$ cat config.mk
export PLATFORM = sky130hd
export DESIGN_NAME = utf8_xml_text_escaper_top
export DESIGN_NICKNAME = d
export VERILOG_FILES = /design/src/sv/utxe_pkg.sv /design/src/sv/utxe_front.sv /design/src/sv/utxe_fifo.sv /design/src/sv/utxe_back.sv /design/src/sv/utf8_xml_text_escaper_top.sv
export VERILOG_INCLUDE_DIRS = /design/src /design/src/sv
export SDC_FILE = /design/constraint.sdc
export NUM_CORES = 1
export LEC_CHECK = 0
export ABC_CLOCK_PERIOD_IN_PS = 13430
export BUFFER_PORTS_ARGS = -buffer_cell sky130_fd_sc_hd__buf_4
export CAP_MARGIN = 20
export CORE_MARGIN = 5
export CORE_UTILIZATION = 40
export CTS_CLUSTER_DIAMETER = 150
export DETAILED_ROUTE_END_ITERATION = 10
export GPL_TIMING_DRIVEN = 0
export SLEW_MARGIN = 20
export SYNTH_ARGS = -nofsm -noshare
export SYNTH_HDL_FRONTEND = slang
export SYNTH_SLANG_ARGS = --single-unit
$ cat constraint.sdc
create_clock -name clk_i -period 13.43 [get_ports clk_i]
set_input_delay 2.0145 -clock clk_i [delete_from_list [all_inputs] [get_ports clk_i]]
set_output_delay 2.0145 -clock clk_i [all_outputs]
set_load 0.02 [all_outputs]
$ cat src/sv/utf8_xml_text_escaper_top_assert.svh
// assertion macros shared by the escaper top level
`ifndef UTF8_XML_TEXT_ESCAPER_TOP_ASSERT_SVH
`define UTF8_XML_TEXT_ESCAPER_TOP_ASSERT_SVH

// same-cycle implication, checked out of reset
`define UTXE_ASSERT_IMP(lbl, ante, cons) \
  lbl: assert property (@(posedge clk_i) disable iff (!rst_ni) (ante) |-> (cons)) \
    else $error("utxe assertion failed");

// next-cycle implication, checked out of reset
`define UTXE_ASSERT_NEXT(lbl, ante, cons) \
  lbl: assert property (@(posedge clk_i) disable iff (!rst_ni) (ante) |=> (cons)) \
    else $error("utxe assertion failed");

`endif

$ cat src/sv/utxe_pkg.sv
package utxe_pkg;

  // fault classes reported in an error item
  typedef enum logic [1:0] {
    ErrNone      = 2'd0,
    ErrMalformed = 2'd1,
    ErrForbidden = 2'd2
  } err_kind_e;

  // one decoded character or one fault, handed from decoder to emitter
  typedef struct packed {
    logic [20:0] code;
    logic [1:0]  cls;
    err_kind_e   err;
    logic        last;
  } job_t;

  typedef struct packed {
    logic full;
    logic empty;
  } q_status_t;

  localparam int unsigned JobQueueDepth = 4;

  localparam logic [7:0] AsciiLimit = 8'h80;
  localparam logic [7:0] Lead2Min   = 8'hC2;
  localparam logic [7:0] Lead2Max   = 8'hDF;
  localparam logic [7:0] Lead3Min   = 8'hE0;
  localparam logic [7:0] Lead3Max   = 8'hEF;
  localparam logic [7:0] Lead4Min   = 8'hF0;
  localparam logic [7:0] Lead4Max   = 8'hF4;

  localparam logic [20:0] Min2Byte     = 21'h00080;
  localparam logic [20:0] Min3Byte     = 21'h00800;
  localparam logic [20:0] Min4Byte     = 21'h10000;
  localparam logic [20:0] SurrogateLo  = 21'h0D800;
  localparam logic [20:0] SurrogateHi  = 21'h0DFFF;
  localparam logic [20:0] NonCharFffe  = 21'h0FFFE;
  localparam logic [20:0] NonCharFfff  = 21'h0FFFF;
  localparam logic [20:0] CodeMax      = 21'h10FFFF;
  localparam logic [20:0] ControlLimit = 21'h00020;
  localparam logic [20:0] CodeTab      = 21'h00009;
  localparam logic [20:0] CodeLf       = 21'h0000A;
  localparam logic [20:0] CodeCr       = 21'h0000D;

  localparam logic [7:0] ChAmp  = 8'h26;
  localparam logic [7:0] ChLt   = 8'h3C;
  localparam logic [7:0] ChGt   = 8'h3E;
  localparam logic [7:0] ChQuot = 8'h22;

endpackage

$ cat src/sv/utxe_front.sv
module utxe_front
  import utxe_pkg::*;
(
  input  logic       clk_i,
  input  logic       rst_ni,
  input  logic       s_tvalid_i,
  output logic       s_tready_o,
  input  logic [7:0] s_tdata_i,
  input  logic       s_tlast_i,
  input  q_status_t  q_status_i,
  output logic       push_o,
  output job_t       job_o
);

  logic [1:0]  pend_q, pend_d;
  logic [20:0] part_q, part_d;
  logic [1:0]  cls_q, cls_d;
  logic        failed_q, failed_d;

  logic        accept;
  logic [20:0] cont_code;

  function automatic logic value_ok(logic [20:0] code, logic [1:0] cls);
    logic ok;
    ok = 1'b1;
    unique case (cls)
      2'd1:    if (code < Min2Byte) ok = 1'b0;
      2'd2:    if (code < Min3Byte) ok = 1'b0;
      2'd3:    if (code < Min4Byte) ok = 1'b0;
      default: ok = 1'b1;
    endcase
    if (code < ControlLimit && code != CodeTab && code != CodeLf && code != CodeCr)
      ok = 1'b0;
    if (code >= SurrogateLo && code <= SurrogateHi) ok = 1'b0;
    if (code == NonCharFffe || code == NonCharFfff) ok = 1'b0;
    if (code > CodeMax) ok = 1'b0;
    return ok;
  endfunction

  assign s_tready_o = !q_status_i.full;
  assign accept     = s_tvalid_i && s_tready_o;
  assign cont_code  = {part_q[14:0], s_tdata_i[5:0]};

  always_comb begin
    logic [20:0] code;
    logic [1:0]  cls;
    logic [1:0]  pend;
    logic        complete;
    err_kind_e   kind;

    pend_d   = pend_q;
    part_d   = part_q;
    cls_d    = cls_q;
    failed_d = failed_q;
    push_o   = 1'b0;
    code     = part_q;
    cls      = cls_q;
    pend     = pend_q;
    complete = 1'b0;
    kind     = ErrNone;

    if (accept) begin
      if (failed_q) begin
        if (s_tlast_i) begin
          pend_d   = '0;
          part_d   = '0;
          cls_d    = '0;
          failed_d = 1'b0;
        end
      end else begin
        if (pend_q == 2'd0) begin
          priority if (s_tdata_i < AsciiLimit) begin
            code     = {13'd0, s_tdata_i};
            cls      = 2'd0;
            complete = 1'b1;
          end else if (s_tdata_i >= Lead2Min && s_tdata_i <= Lead2Max) begin
            code = {16'd0, s_tdata_i[4:0]};
            cls  = 2'd1;
            pend = 2'd1;
          end else if (s_tdata_i >= Lead3Min && s_tdata_i <= Lead3Max) begin
            code = {17'd0, s_tdata_i[3:0]};
            cls  = 2'd2;
            pend = 2'd2;
          end else if (s_tdata_i >= Lead4Min && s_tdata_i <= Lead4Max) begin
            code = {18'd0, s_tdata_i[2:0]};
            cls  = 2'd3;
            pend = 2'd3;
          end else begin
            kind = ErrMalformed;
          end
        end else if (s_tdata_i[7:6] != 2'b10) begin
          kind = ErrMalformed;
        end else begin
          code     = cont_code;
          pend     = pend_q - 2'd1;
          complete = (pend_q == 2'd1);
        end

        if (kind == ErrNone && complete && !value_ok(code, cls)) kind = ErrForbidden;
        if (kind == ErrNone && !complete && s_tlast_i) kind = ErrMalformed;

        if (kind != ErrNone) begin
          push_o   = 1'b1;
          pend_d   = '0;
          part_d   = '0;
          cls_d    = '0;
          failed_d = !s_tlast_i;
        end else if (complete) begin
          push_o = 1'b1;
          pend_d = '0;
          part_d = '0;
          cls_d  = '0;
        end else begin
          pend_d = pend;
          part_d = code;
          cls_d  = cls;
        end
      end
    end

    job_o.code = code;
    job_o.cls  = cls;
    job_o.err  = kind;
    job_o.last = s_tlast_i;
  end

  always_ff @(posedge clk_i or negedge rst_ni) begin
    if (!rst_ni) begin
      pend_q   <= '0;
      part_q   <= '0;
      cls_q    <= '0;
      failed_q <= 1'b0;
    end else begin
      pend_q   <= pend_d;
      part_q   <= part_d;
      cls_q    <= cls_d;
      failed_q <= failed_d;
    end
  end

endmodule

$ cat src/sv/utxe_fifo.sv
module utxe_fifo
  import utxe_pkg::*;
#(
  parameter int unsigned Depth = JobQueueDepth
) (
  input  logic      clk_i,
  input  logic      rst_ni,
  input  logic      push_i,
  input  job_t      job_i,
  input  logic      pop_i,
  output job_t      job_o,
  output q_status_t status_o
);

  localparam int unsigned PtrW = (Depth > 1) ? $clog2(Depth) : 1;
  localparam int unsigned CntW = $clog2(Depth + 1);

  job_t            mem_q [Depth];
  logic [PtrW-1:0] wr_q, wr_d, rd_q, rd_d;
  logic [CntW-1:0] cnt_q, cnt_d;
  logic            do_push, do_pop;

  assign status_o.full  = (cnt_q == CntW'(Depth));
  assign status_o.empty = (cnt_q == '0);
  assign do_push        = push_i && !status_o.full;
  assign do_pop         = pop_i && !status_o.empty;
  assign job_o          = mem_q[rd_q];

  always_comb begin
    wr_d  = wr_q;
    rd_d  = rd_q;
    cnt_d = cnt_q;
    if (do_push) wr_d = (wr_q == PtrW'(Depth - 1)) ? '0 : wr_q + 1'b1;
    if (do_pop)  rd_d = (rd_q == PtrW'(Depth - 1)) ? '0 : rd_q + 1'b1;
    if (do_push && !do_pop) cnt_d = cnt_q + 1'b1;
    else if (do_pop && !do_push) cnt_d = cnt_q - 1'b1;
  end

  always_ff @(posedge clk_i) begin
    if (do_push) mem_q[wr_q] <= job_i;
  end

  always_ff @(posedge clk_i or negedge rst_ni) begin
    if (!rst_ni) begin
      wr_q  <= '0;
      rd_q  <= '0;
      cnt_q <= '0;
    end else begin
      wr_q  <= wr_d;
      rd_q  <= rd_d;
      cnt_q <= cnt_d;
    end
  end

endmodule

$ cat src/sv/utxe_back.sv
module utxe_back
  import utxe_pkg::*;
(
  input  logic       clk_i,
  input  logic       rst_ni,
  input  q_status_t  q_status_i,
  input  job_t       job_i,
  output logic       pop_o,
  output logic       m_tvalid_o,
  input  logic       m_tready_i,
  output logic [7:0] m_byte_o,
  output logic       m_has_o,
  output logic       m_run_last_o,
  output logic       m_done_o,
  output err_kind_e  m_kind_o
);

  logic [2:0] idx_q, idx_d;
  logic       valid_q, valid_d;
  logic [7:0] byte_q;
  logic       has_q, run_q, done_q;
  err_kind_e  kind_q;

  logic       load, is_final;
  logic [2:0] len;
  logic [7:0] byte_nx;

  function automatic logic [2:0] job_len(job_t j);
    logic [2:0] n;
    n = 3'd1;
    if (j.err == ErrNone) begin
      if (j.cls != 2'd0) begin
        n = {1'b0, j.cls} + 3'd1;
      end else begin
        unique case (j.code[7:0])
          ChAmp:        n = 3'd5;
          ChLt, ChGt:   n = 3'd4;
          ChQuot:       n = 3'd6;
          default:      n = 3'd1;
        endcase
      end
    end
    return n;
  endfunction

  // entity text for the four escaped characters, plain byte otherwise
  function automatic logic [7:0] esc_byte(logic [7:0] ch, logic [2:0] idx);
    logic [7:0] r;
    r = ch;
    unique case (ch)
      ChAmp: begin
        unique case (idx)
          3'd0:    r = ChAmp;
          3'd1:    r = "a";
          3'd2:    r = "m";
          3'd3:    r = "p";
          default: r = ";";
        endcase
      end
      ChLt: begin
        unique case (idx)
          3'd0:    r = ChAmp;
          3'd1:    r = "l";
          3'd2:    r = "t";
          default: r = ";";
        endcase
      end
      ChGt: begin
        unique case (idx)
          3'd0:    r = ChAmp;
          3'd1:    r = "g";
          3'd2:    r = "t";
          default: r = ";";
        endcase
      end
      ChQuot: begin
        unique case (idx)
          3'd0:    r = ChAmp;
          3'd1:    r = "q";
          3'd2:    r = "u";
          3'd3:    r = "o";
          3'd4:    r = "t";
          default: r = ";";
        endcase
      end
      default: r = ch;
    endcase
    return r;
  endfunction

  function automatic logic [7:0] job_byte(job_t j, logic [2:0] idx);
    logic [1:0] d;
    logic [7:0] r;
    d = j.cls - idx[1:0];
    r = '0;
    if (j.cls == 2'd0) begin
      r = esc_byte(j.code[7:0], idx);
    end else if (idx == 3'd0) begin
      unique case (j.cls)
        2'd1:    r = {3'b110, j.code[10:6]};
        2'd2:    r = {4'b1110, j.code[15:12]};
        default: r = {5'b11110, j.code[20:18]};
      endcase
    end else begin
      unique case (d)
        2'd0:    r = {2'b10, j.code[5:0]};
        2'd1:    r = {2'b10, j.code[11:6]};
        default: r = {2'b10, j.code[17:12]};
      endcase
    end
    return r;
  endfunction

  assign len      = job_len(job_i);
  assign byte_nx  = job_byte(job_i, idx_q);
  assign is_final = (idx_q == len - 3'd1);
  assign load     = !q_status_i.empty && (!valid_q || m_tready_i);
  assign pop_o    = load && is_final;

  always_comb begin
    idx_d   = idx_q;
    valid_d = valid_q;
    if (load) begin
      valid_d = 1'b1;
      idx_d   = is_final ? 3'd0 : idx_q + 3'd1;
    end else if (m_tready_i) begin
      valid_d = 1'b0;
    end
  end

  always_ff @(posedge clk_i or negedge rst_ni) begin
    if (!rst_ni) begin
      idx_q   <= '0;
      valid_q <= 1'b0;
    end else begin
      idx_q   <= idx_d;
      valid_q <= valid_d;
    end
  end

  always_ff @(posedge clk_i) begin
    if (load) begin
      if (job_i.err != ErrNone) begin
        byte_q <= '0;
        has_q  <= 1'b0;
        run_q  <= 1'b1;
        done_q <= 1'b1;
        kind_q <= job_i.err;
      end else begin
        byte_q <= byte_nx;
        has_q  <= 1'b1;
        run_q  <= is_final;
        done_q <= is_final && job_i.last;
        kind_q <= ErrNone;
      end
    end
  end

  assign m_tvalid_o   = valid_q;
  assign m_byte_o     = byte_q;
  assign m_has_o      = has_q;
  assign m_run_last_o = run_q;
  assign m_done_o     = done_q;
  assign m_kind_o     = kind_q;

endmodule

$ cat src/sv/utf8_xml_text_escaper_top.sv
// path: an accepted byte that completes a character is written into the job queue, and its
//   first output item is then loaded from the queue into the output register
// throughput: one input byte per cycle while the job queue is not full; a byte giving k
//   output items (k is 1 to 6) holds the emitter until all k are out, and the queue absorbs that
// reset: asynchronous, active low; clears decoder state, queue pointers and output valid
`include "utf8_xml_text_escaper_top_assert.svh"

module utf8_xml_text_escaper_top
  import utxe_pkg::*;
#(
  parameter int unsigned QueueDepth = JobQueueDepth  // jobs between decoder and emitter
) (
  input  logic       clk_i,
  input  logic       rst_ni,
  // input bytes of the text
  input  logic       s_axis_tvalid_i,
  output logic       s_axis_tready_o,
  input  logic [7:0] s_axis_tdata_i,   // [7:0] in_byte
  input  logic       s_axis_tlast_i,   // text_last
  // escaped output items
  output logic       m_axis_tvalid_o,
  input  logic       m_axis_tready_i,
  output logic [7:0] m_axis_tdata_o,   // [7:0] out_byte
  output logic [3:0] m_axis_tuser_o,   // [0] has_byte, [1] run_last, [3:2] error_kind
  output logic       m_axis_tlast_o    // text_done
);

  // decoder to queue
  logic      push;
  job_t      push_job;
  // queue to emitter
  logic      pop;
  job_t      head_job;
  q_status_t q_status;

  logic      run_last;
  logic      has_byte;
  err_kind_e err_kind;

  // front: utf-8 decode, value checks, one job per byte that produces output
  utxe_front u_front (
    .clk_i      (clk_i),
    .rst_ni     (rst_ni),
    .s_tvalid_i (s_axis_tvalid_i),
    .s_tready_o (s_axis_tready_o),
    .s_tdata_i  (s_axis_tdata_i),
    .s_tlast_i  (s_axis_tlast_i),
    .q_status_i (q_status),
    .push_o     (push),
    .job_o      (push_job)
  );

  // short job queue decoupling the two halves
  utxe_fifo #(
    .Depth (QueueDepth)
  ) u_fifo (
    .clk_i    (clk_i),
    .rst_ni   (rst_ni),
    .push_i   (push),
    .job_i    (push_job),
    .pop_i    (pop),
    .job_o    (head_job),
    .status_o (q_status)
  );

  // back: expands each job into utf-8 bytes, entity text or an error item
  utxe_back u_back (
    .clk_i        (clk_i),
    .rst_ni       (rst_ni),
    .q_status_i   (q_status),
    .job_i        (head_job),
    .pop_o        (pop),
    .m_tvalid_o   (m_axis_tvalid_o),
    .m_tready_i   (m_axis_tready_i),
    .m_byte_o     (m_axis_tdata_o),
    .m_has_o      (has_byte),
    .m_run_last_o (run_last),
    .m_done_o     (m_axis_tlast_o),
    .m_kind_o     (err_kind)
  );

  assign m_axis_tuser_o = {err_kind, run_last, has_byte};

  // the decoder never pushes into a full queue
  `UTXE_ASSERT_IMP(a_no_overflow, push, !q_status.full)
  // an error item closes its text and carries a fault class
  `UTXE_ASSERT_IMP(a_err_closes, m_axis_tvalid_o && !has_byte,
                   run_last && m_axis_tlast_o && err_kind != ErrNone)
  // data items carry no fault class
  `UTXE_ASSERT_IMP(a_data_clean, m_axis_tvalid_o && has_byte, err_kind == ErrNone)
  // end of text only on the last item of a byte
  `UTXE_ASSERT_IMP(a_done_on_run, m_axis_tvalid_o && m_axis_tlast_o, run_last)

endmodule

# Word level (Yosys, flattened, before mapping)
# Memory sizes are Yosys's and may differ from the RTL's.
# Cells that the tools add are included.
# word_totals
regBits,50
ram_bits,104
inputBits,13
output_inout_bits,15
elab_cells,208
n_memories,1
# memory_table
memory,depth,word_bits,read_ports,rd_clocked_by_memory_dff,wr,line_no,source
u_fifo.mem_q,4,26,1,0,1,utxe_fifo.sv:18,job_t mem_q [Depth];
# op_classes
n_addsub,9
magnitude_cmp,14
n_eq_ne,29
n_mux,96
reduce_logical,45
# ops
op,n
two-way mux 21 bit,14
two-way mux 2 bit,38
"inequality test 21 x 4 -> 1 bit, second input constant",3
"equality test 21 x 16 -> 1 bit, second input constant",2
one-hot mux 7 bit (3 select lines),2
one-hot mux 7 bit (5 select lines),1
"equality test 8 x 6 -> 1 bit, second input constant",4
one-hot mux 8 bit (4 select lines),1
two-way mux 1 bit,28
one-hot mux 7 bit (4 select lines),1
">= comparator 8 bit, second input constant",3
"less-or-equal comparator 8 bit, second input constant",3
one-hot mux 6 bit (2 select lines),2
">= comparator 21 x 16 -> 1 bit, second input constant",1
"> comparator 21 bit, second input constant",1
"less-or-equal comparator 21 x 16 -> 1 bit, second input constant",1
"< comparator 21 x 12 -> 1 bit, second input constant",1
"< comparator 21 x 17 -> 1 bit, second input constant",1
"< comparator 21 x 6 -> 1 bit, second input constant",1
"< comparator 21 x 8 -> 1 bit, second input constant",1
logical AND 1 bit,19
two-way mux 8 bit,2
two-way mux 3 bit,5
zero test 2 bit,6
other kinds (26),52

# Longest topological paths before layout
# depth
ltp_word,39
depth_mapped,19
mapped_depth_nobuf,17

# Cells and area by module
# A second synthesis with hierarchy kept.
# hier_totals
hier_cells,647
hier_area_um2,8171.6
# by_module_without_submodules
mod,instances,cells_each,area_per_inst_um2,seq_area_each_um2
utxe_fifo,1,173,4200.3,3298.2
utxe_front,1,277,2268.4,650.6
utxe_back,1,195,1687.9,490.5
utf8_xml_text_escaper_top,1,2,15.0,0.0

# Worst setup path after synthesis
# Ideal clock, no wire load.
# synth_timing
path_type,input port to flip-flop
startpoint,input port s_axis_tdata_i[1]
endpoint,memory u_fifo.mem_q[0][0] in the netlist's numbering (enable)
setup_time_ps,385
t_arrival_ps,4060
required_time_ps,13045
path_slack_ps,8985
stages,6
n_path_buf,1
cell_sequence,nor4_1 -> o311ai_1 -> o31ai_2 -> or3_1 -> clkbuf_1 -> and3_1
# synth_between
elab_chain_len,37
# synth_rtl
element,line_no,source
start: declaration,utf8_xml_text_escaper_top.sv:18,"input logic [7:0] s_axis_tdata_i,"
branches (longest 31 deep; another with < comparator 21 x 17 -> 1 bit),--,
two-way mux 1 bit (*),utxe_front.sv:102,if (kind != ErrNone) begin
two-way mux 1 bit (*),utxe_front.sv:63,if (failed_q) begin
two-way mux 1 bit (*),utxe_front.sv:62,if (accept) begin
logical AND 1 bit (*),utxe_fifo.sv:25,assign do_push = push_i && !status_o.full;
two-way mux 1 bit (*),utxe_fifo.sv:40,if (do_push) mem_q[wr_q] <= job_i;
two-way mux 1 bit (not written as such) (*),utxe_fifo.sv:40,
end: declaration,utxe_fifo.sv:18,
# Mark *: on every way between the ends. The select of a mux whose other input is x is not followed.

==> flow_summary.json <==
{
  "finalSetupTns_ns": 0,
  "num-fill-cells": 1642,
  "p_comb_share_pct": 44.3,
  "initial_core_util_pct": 40.83,
  "nNetsFinal": 678,
  "clock_sinks": 154,
  "wl_per_cell_um": 20.12,
  "setup_viol": 0,
  "finalWeightedCongestion": 0.8610,
  "setup_ws_ns": 8.217,
  "synthSimpleGateAreaFrac_pct": 10.66,
  "overflow": 0,
  "worstPathArrival_ns": 5.30,
  "yosysSeqAreaShare_pct": 57.93,
  "finalPower_mw": 2.096,
  "cts_buffers": 17,
  "first_iter_violations": 404,
  "holdPathStages": 2,
  "maxCapViolCount": 0,
  "use_met1_pct": 22.15,
  "status": "finished, final reports clean",
  "finalCritPeriodShare_pct": 38.82,
  "max_freq_mhz": 191.8,
  "chipWidth_um": 148.4,
  "skew_ns": 0.01276,
  "routed_wl_mm": 17.97,
  "netlist_area_um2": 7664,
  "vias_per_cell": 5.910,
  "grt_max_degree": 38,
  "finalHoldViolations": 0,
  "dp_slack_ns": 7.898,
  "p_sw_share_pct": 37.98,
  "slew_headroom_pct": 37.37,
  "grt_pass1_wl_mm": 29.03,
  "clock_tree.root_cell": "clkbuf_16",
  "die_area_um2": 22030,
  "mostFrequentLayoutCells": "117 x edfxtp_1, 51 x nand2_1, 47 x nor2_1",
  "placed_cell_area_um2": 8164,
  "final_util_pct": 46.77,
  "leakage_nw": 3.264,
  "synthCells": 600,
  "ctsHtreeMaxLevel": 4,
  "dp_hpwl_mm": 12.81,
  "synth_top_family_by_area": "compound AO/OA/AOI/OAI gates",
  "hold_buffers": 0,
  "synthFlopType": "edfxtp_1",
  "reg2regPathDepth": 17,
  "grt_use_total_pct": 16.98,
  "internal_power_mw": 1.300,
  "cts_tree": "done",
  "clkPwrFrac_pct": 23.3,
  "synthMuxAreaShare_pct": 10.11,
  "reg2reg_from": "u_fifo.rd_q[1]$_DFFE_PN0P_",
  "vias": 5278,
  "grt_pass1_vias": 5138,
  "grt_util_met3_pct": 3.473,
  "layout-drive-gt1-share_pct": 16.39,
  "drv_slew": 0,
  "hp-start": "u_back.m_tvalid_o$_DFFE_PN0P_",
  "drc_errors": 0,
  "area_growth_pct": 14.55,
  "yosysUniqueCellTypes": 67,
  "required_ns": 13.52,
  "yosysWarnings": 0,
  "io_buffers": 27,
  "cp_max_fo": 8,
  "busiest_layer": "met2",
  "ys_ff_latch": 154,
  "met2_usage_pct": 28.68,
  "synth-compound-area-share_pct": 14.30,
  "fin_cells": 893,
  "cellPowerDensity_nw_per_um2": 238.7,
  "io_pins": 28,
  "ant_nets": 0,
  "cts_setup_buffers": 0,
  "final_cell_area_um2": 8778,
  "critPathKind": "primary input to flip-flop",
  "place_inst": 861,
  "seqPwrFrac_pct": 32.5,
  "tightest_slew_ns": 0.9158,
  "synth_xor_area_share_pct": 1.029,
  "synthArstFlopShare_pct": 24.03,
  "whs_endpoint": "u_back.m_tvalid_o$_DFFE_PN0P_",
  "ctsLongestPathBuffers": 2,
  "whs_ns": 0.4986,
  "end_kind": "flip-flop",
  "postSynthAreaPerCell_um2": 12.77,
  "reg2reg_slack_ns": 8.31,
  "grt_antenna_before_repair": 0,
  "path_clk_slew_ns": 0.06,
  "final_common_cell": "edfxtp_1",
  "synth_edf_count": 117,
  "vdd_drop_max_uv": 106.6,
  "synth_fa_ha_area_share_pct": 3.200,
  "cts_resized": 0,
  "die_h_um": 148.4,
  "firstDrtPassIters": 4,
  "row_count": 50,
  "start_kind": "primary input",
  "clk_latency_ns": 0.42,
  "switchingPower_uw": 796.0,
  "period_minus_slack_ns": 5.213,
  "syn_nets": 632,
  "min_path_type": "flip-flop to flip-flop",
  "num_antenna_cells": 0,
  "rsz0062_at_grt": "no",
  "core_area_um2": 18770,
  "r2r-end": "u_fifo.cnt_q[1]$_DFFE_PN0P_"
}
-- kinds of logic after synthesis --
kind of cell             count (synthesis)
AND/OR/NAND/NOR                        168
AO/OA/AOI/OAI                          156
flip-flops                             154
buffers and inverters                   52
multiplexers                            42
adder cells (fa/ha/maj)                 19
XOR/XNOR                                 9
-- Yosys cell counts, types with 3 or more instances --
master | instances | area share (%)
nand2b_1 | 4 | 0.33
nor3_1 | 20 | 1.3
a211oi_1 | 4 | 0.39
a21o_1 | 6 | 0.59
nand2_1 | 51 | 2.5
a21oi_1 | 29 | 1.9
o31ai_1 | 4 | 0.39
o22ai_1 | 10 | 0.82
and3_1 | 13 | 1.1
nor2b_1 | 3 | 0.24
dfrtp_1 | 37 | 12
a22o_1 | 31 | 3.5
mux2i_1 | 8 | 1.0
a32o_1 | 5 | 0.65
o21ai_0 | 27 | 1.8
ha_1 | 18 | 2.9
xnor2_1 | 7 | 0.80
buf_1 | 3 | 0.15
mux2_2 | 6 | 0.88
mux4_1 | 3 | 1.0
edfxtp_1 | 117 | 46
or2_2 | 3 | 0.24
a21boi_0 | 3 | 0.29
a31oi_1 | 6 | 0.49
clkbuf_1 | 25 | 1.2
nor2_1 | 47 | 2.3
inv_1 | 19 | 0.93
o211ai_1 | 3 | 0.29
mux4_2 | 23 | 6.8
or3_1 | 5 | 0.41
a22oi_1 | 6 | 0.59
nand2_2 | 3 | 0.24
nand4_1 | 5 | 0.41
-- metal layers --
metal	share of wire, %	wire [µm]
met1	44	7933
met2	50	8899
met3	4.5	801
met4	1.8	330
met5	0	0
-- area by class of cell --
type / instances / area, µm² / share of cell area (%)
Buffer: 33 / 141.4 / 1.611
Clock buffer: 21 / 470.5 / 5.359
Clock inverter: 11 / 143.9 / 1.639
Inverter: 19 / 71.32 / 0.8124
Multi-Input combinational cell: 394 / 3017 / 34.36
Sequential cell: 154 / 4439 / 50.57
Tap cell: 234 / 292.8 / 3.335
Timing Repair Buffer: 27 / 202.7 / 2.309
-- worst max-delay path, cell delays in order --
cell and delay (ns):
buf_4 0.14, nor4_1 0.46, o311ai_1 0.24, nor3_1 0.72, nor2_1 0.24, a31oi_1 0.25
o31ai_1 0.10, a2111oi_0 0.86, nor2_1 0.28
-- sequential cells by signal, summed over array words and instances, names as in the netlist --
register             flops
u_fifo.mem_q           104
u_front.part_q          21
u_back.m_byte_o          8
u_back.idx_q             3
u_fifo.cnt_q             3
u_back.m_kind_o          2
u_fifo.rd_q              2
u_fifo.wr_q              2
u_front.cls_q            2
u_front.pend_q           2
u_back.m_done_o          1
u_back.m_has_o           1
u_back.m_run_last_o      1
u_back.m_tvalid_o        1
u_front.failed_q         1
-- worst max path at each step --
stage	slack, ns	startpoint	to	depth (start not counted)
after floorplan	8.99	s_axis_tdata_i[1]	u_fifo.mem_q[0][0]$_DFFE_PP_	6
after global placement	7.90	s_axis_tdata_i[1]	u_fifo.mem_q[0][2]$_DFFE_PP_	9
after detailed placement	7.90	s_axis_tdata_i[1]	u_fifo.mem_q[1][2]$_DFFE_PP_	9
after CTS	8.24	u_fifo.rd_q[1]$_DFFE_PN0P_	u_fifo.cnt_q[1]$_DFFE_PN0P_	17
after global routing	7.86	s_axis_tdata_i[1]	u_fifo.mem_q[2][2]$_DFFE_PP_	9
final	8.22	s_axis_tdata_i[1]	u_fifo.mem_q[2][2]$_DFFE_PP_	9
-- power by group through the flow --
stage / clock network (mW) / logic, mW / registers (mW)
final: 0.487 / 0.928 / 0.680
after global routing: 0.517 / 1.02 / 0.690
after CTS: 0.495 / 0.930 / 0.681
after detailed placement: 0 / 0.925 / 0.691
after global placement: 0 / 0.908 / 0.686
after floorplan: 0 / 0.654 / 0.698
No activity file was read; power rests on OpenSTA's default activity.
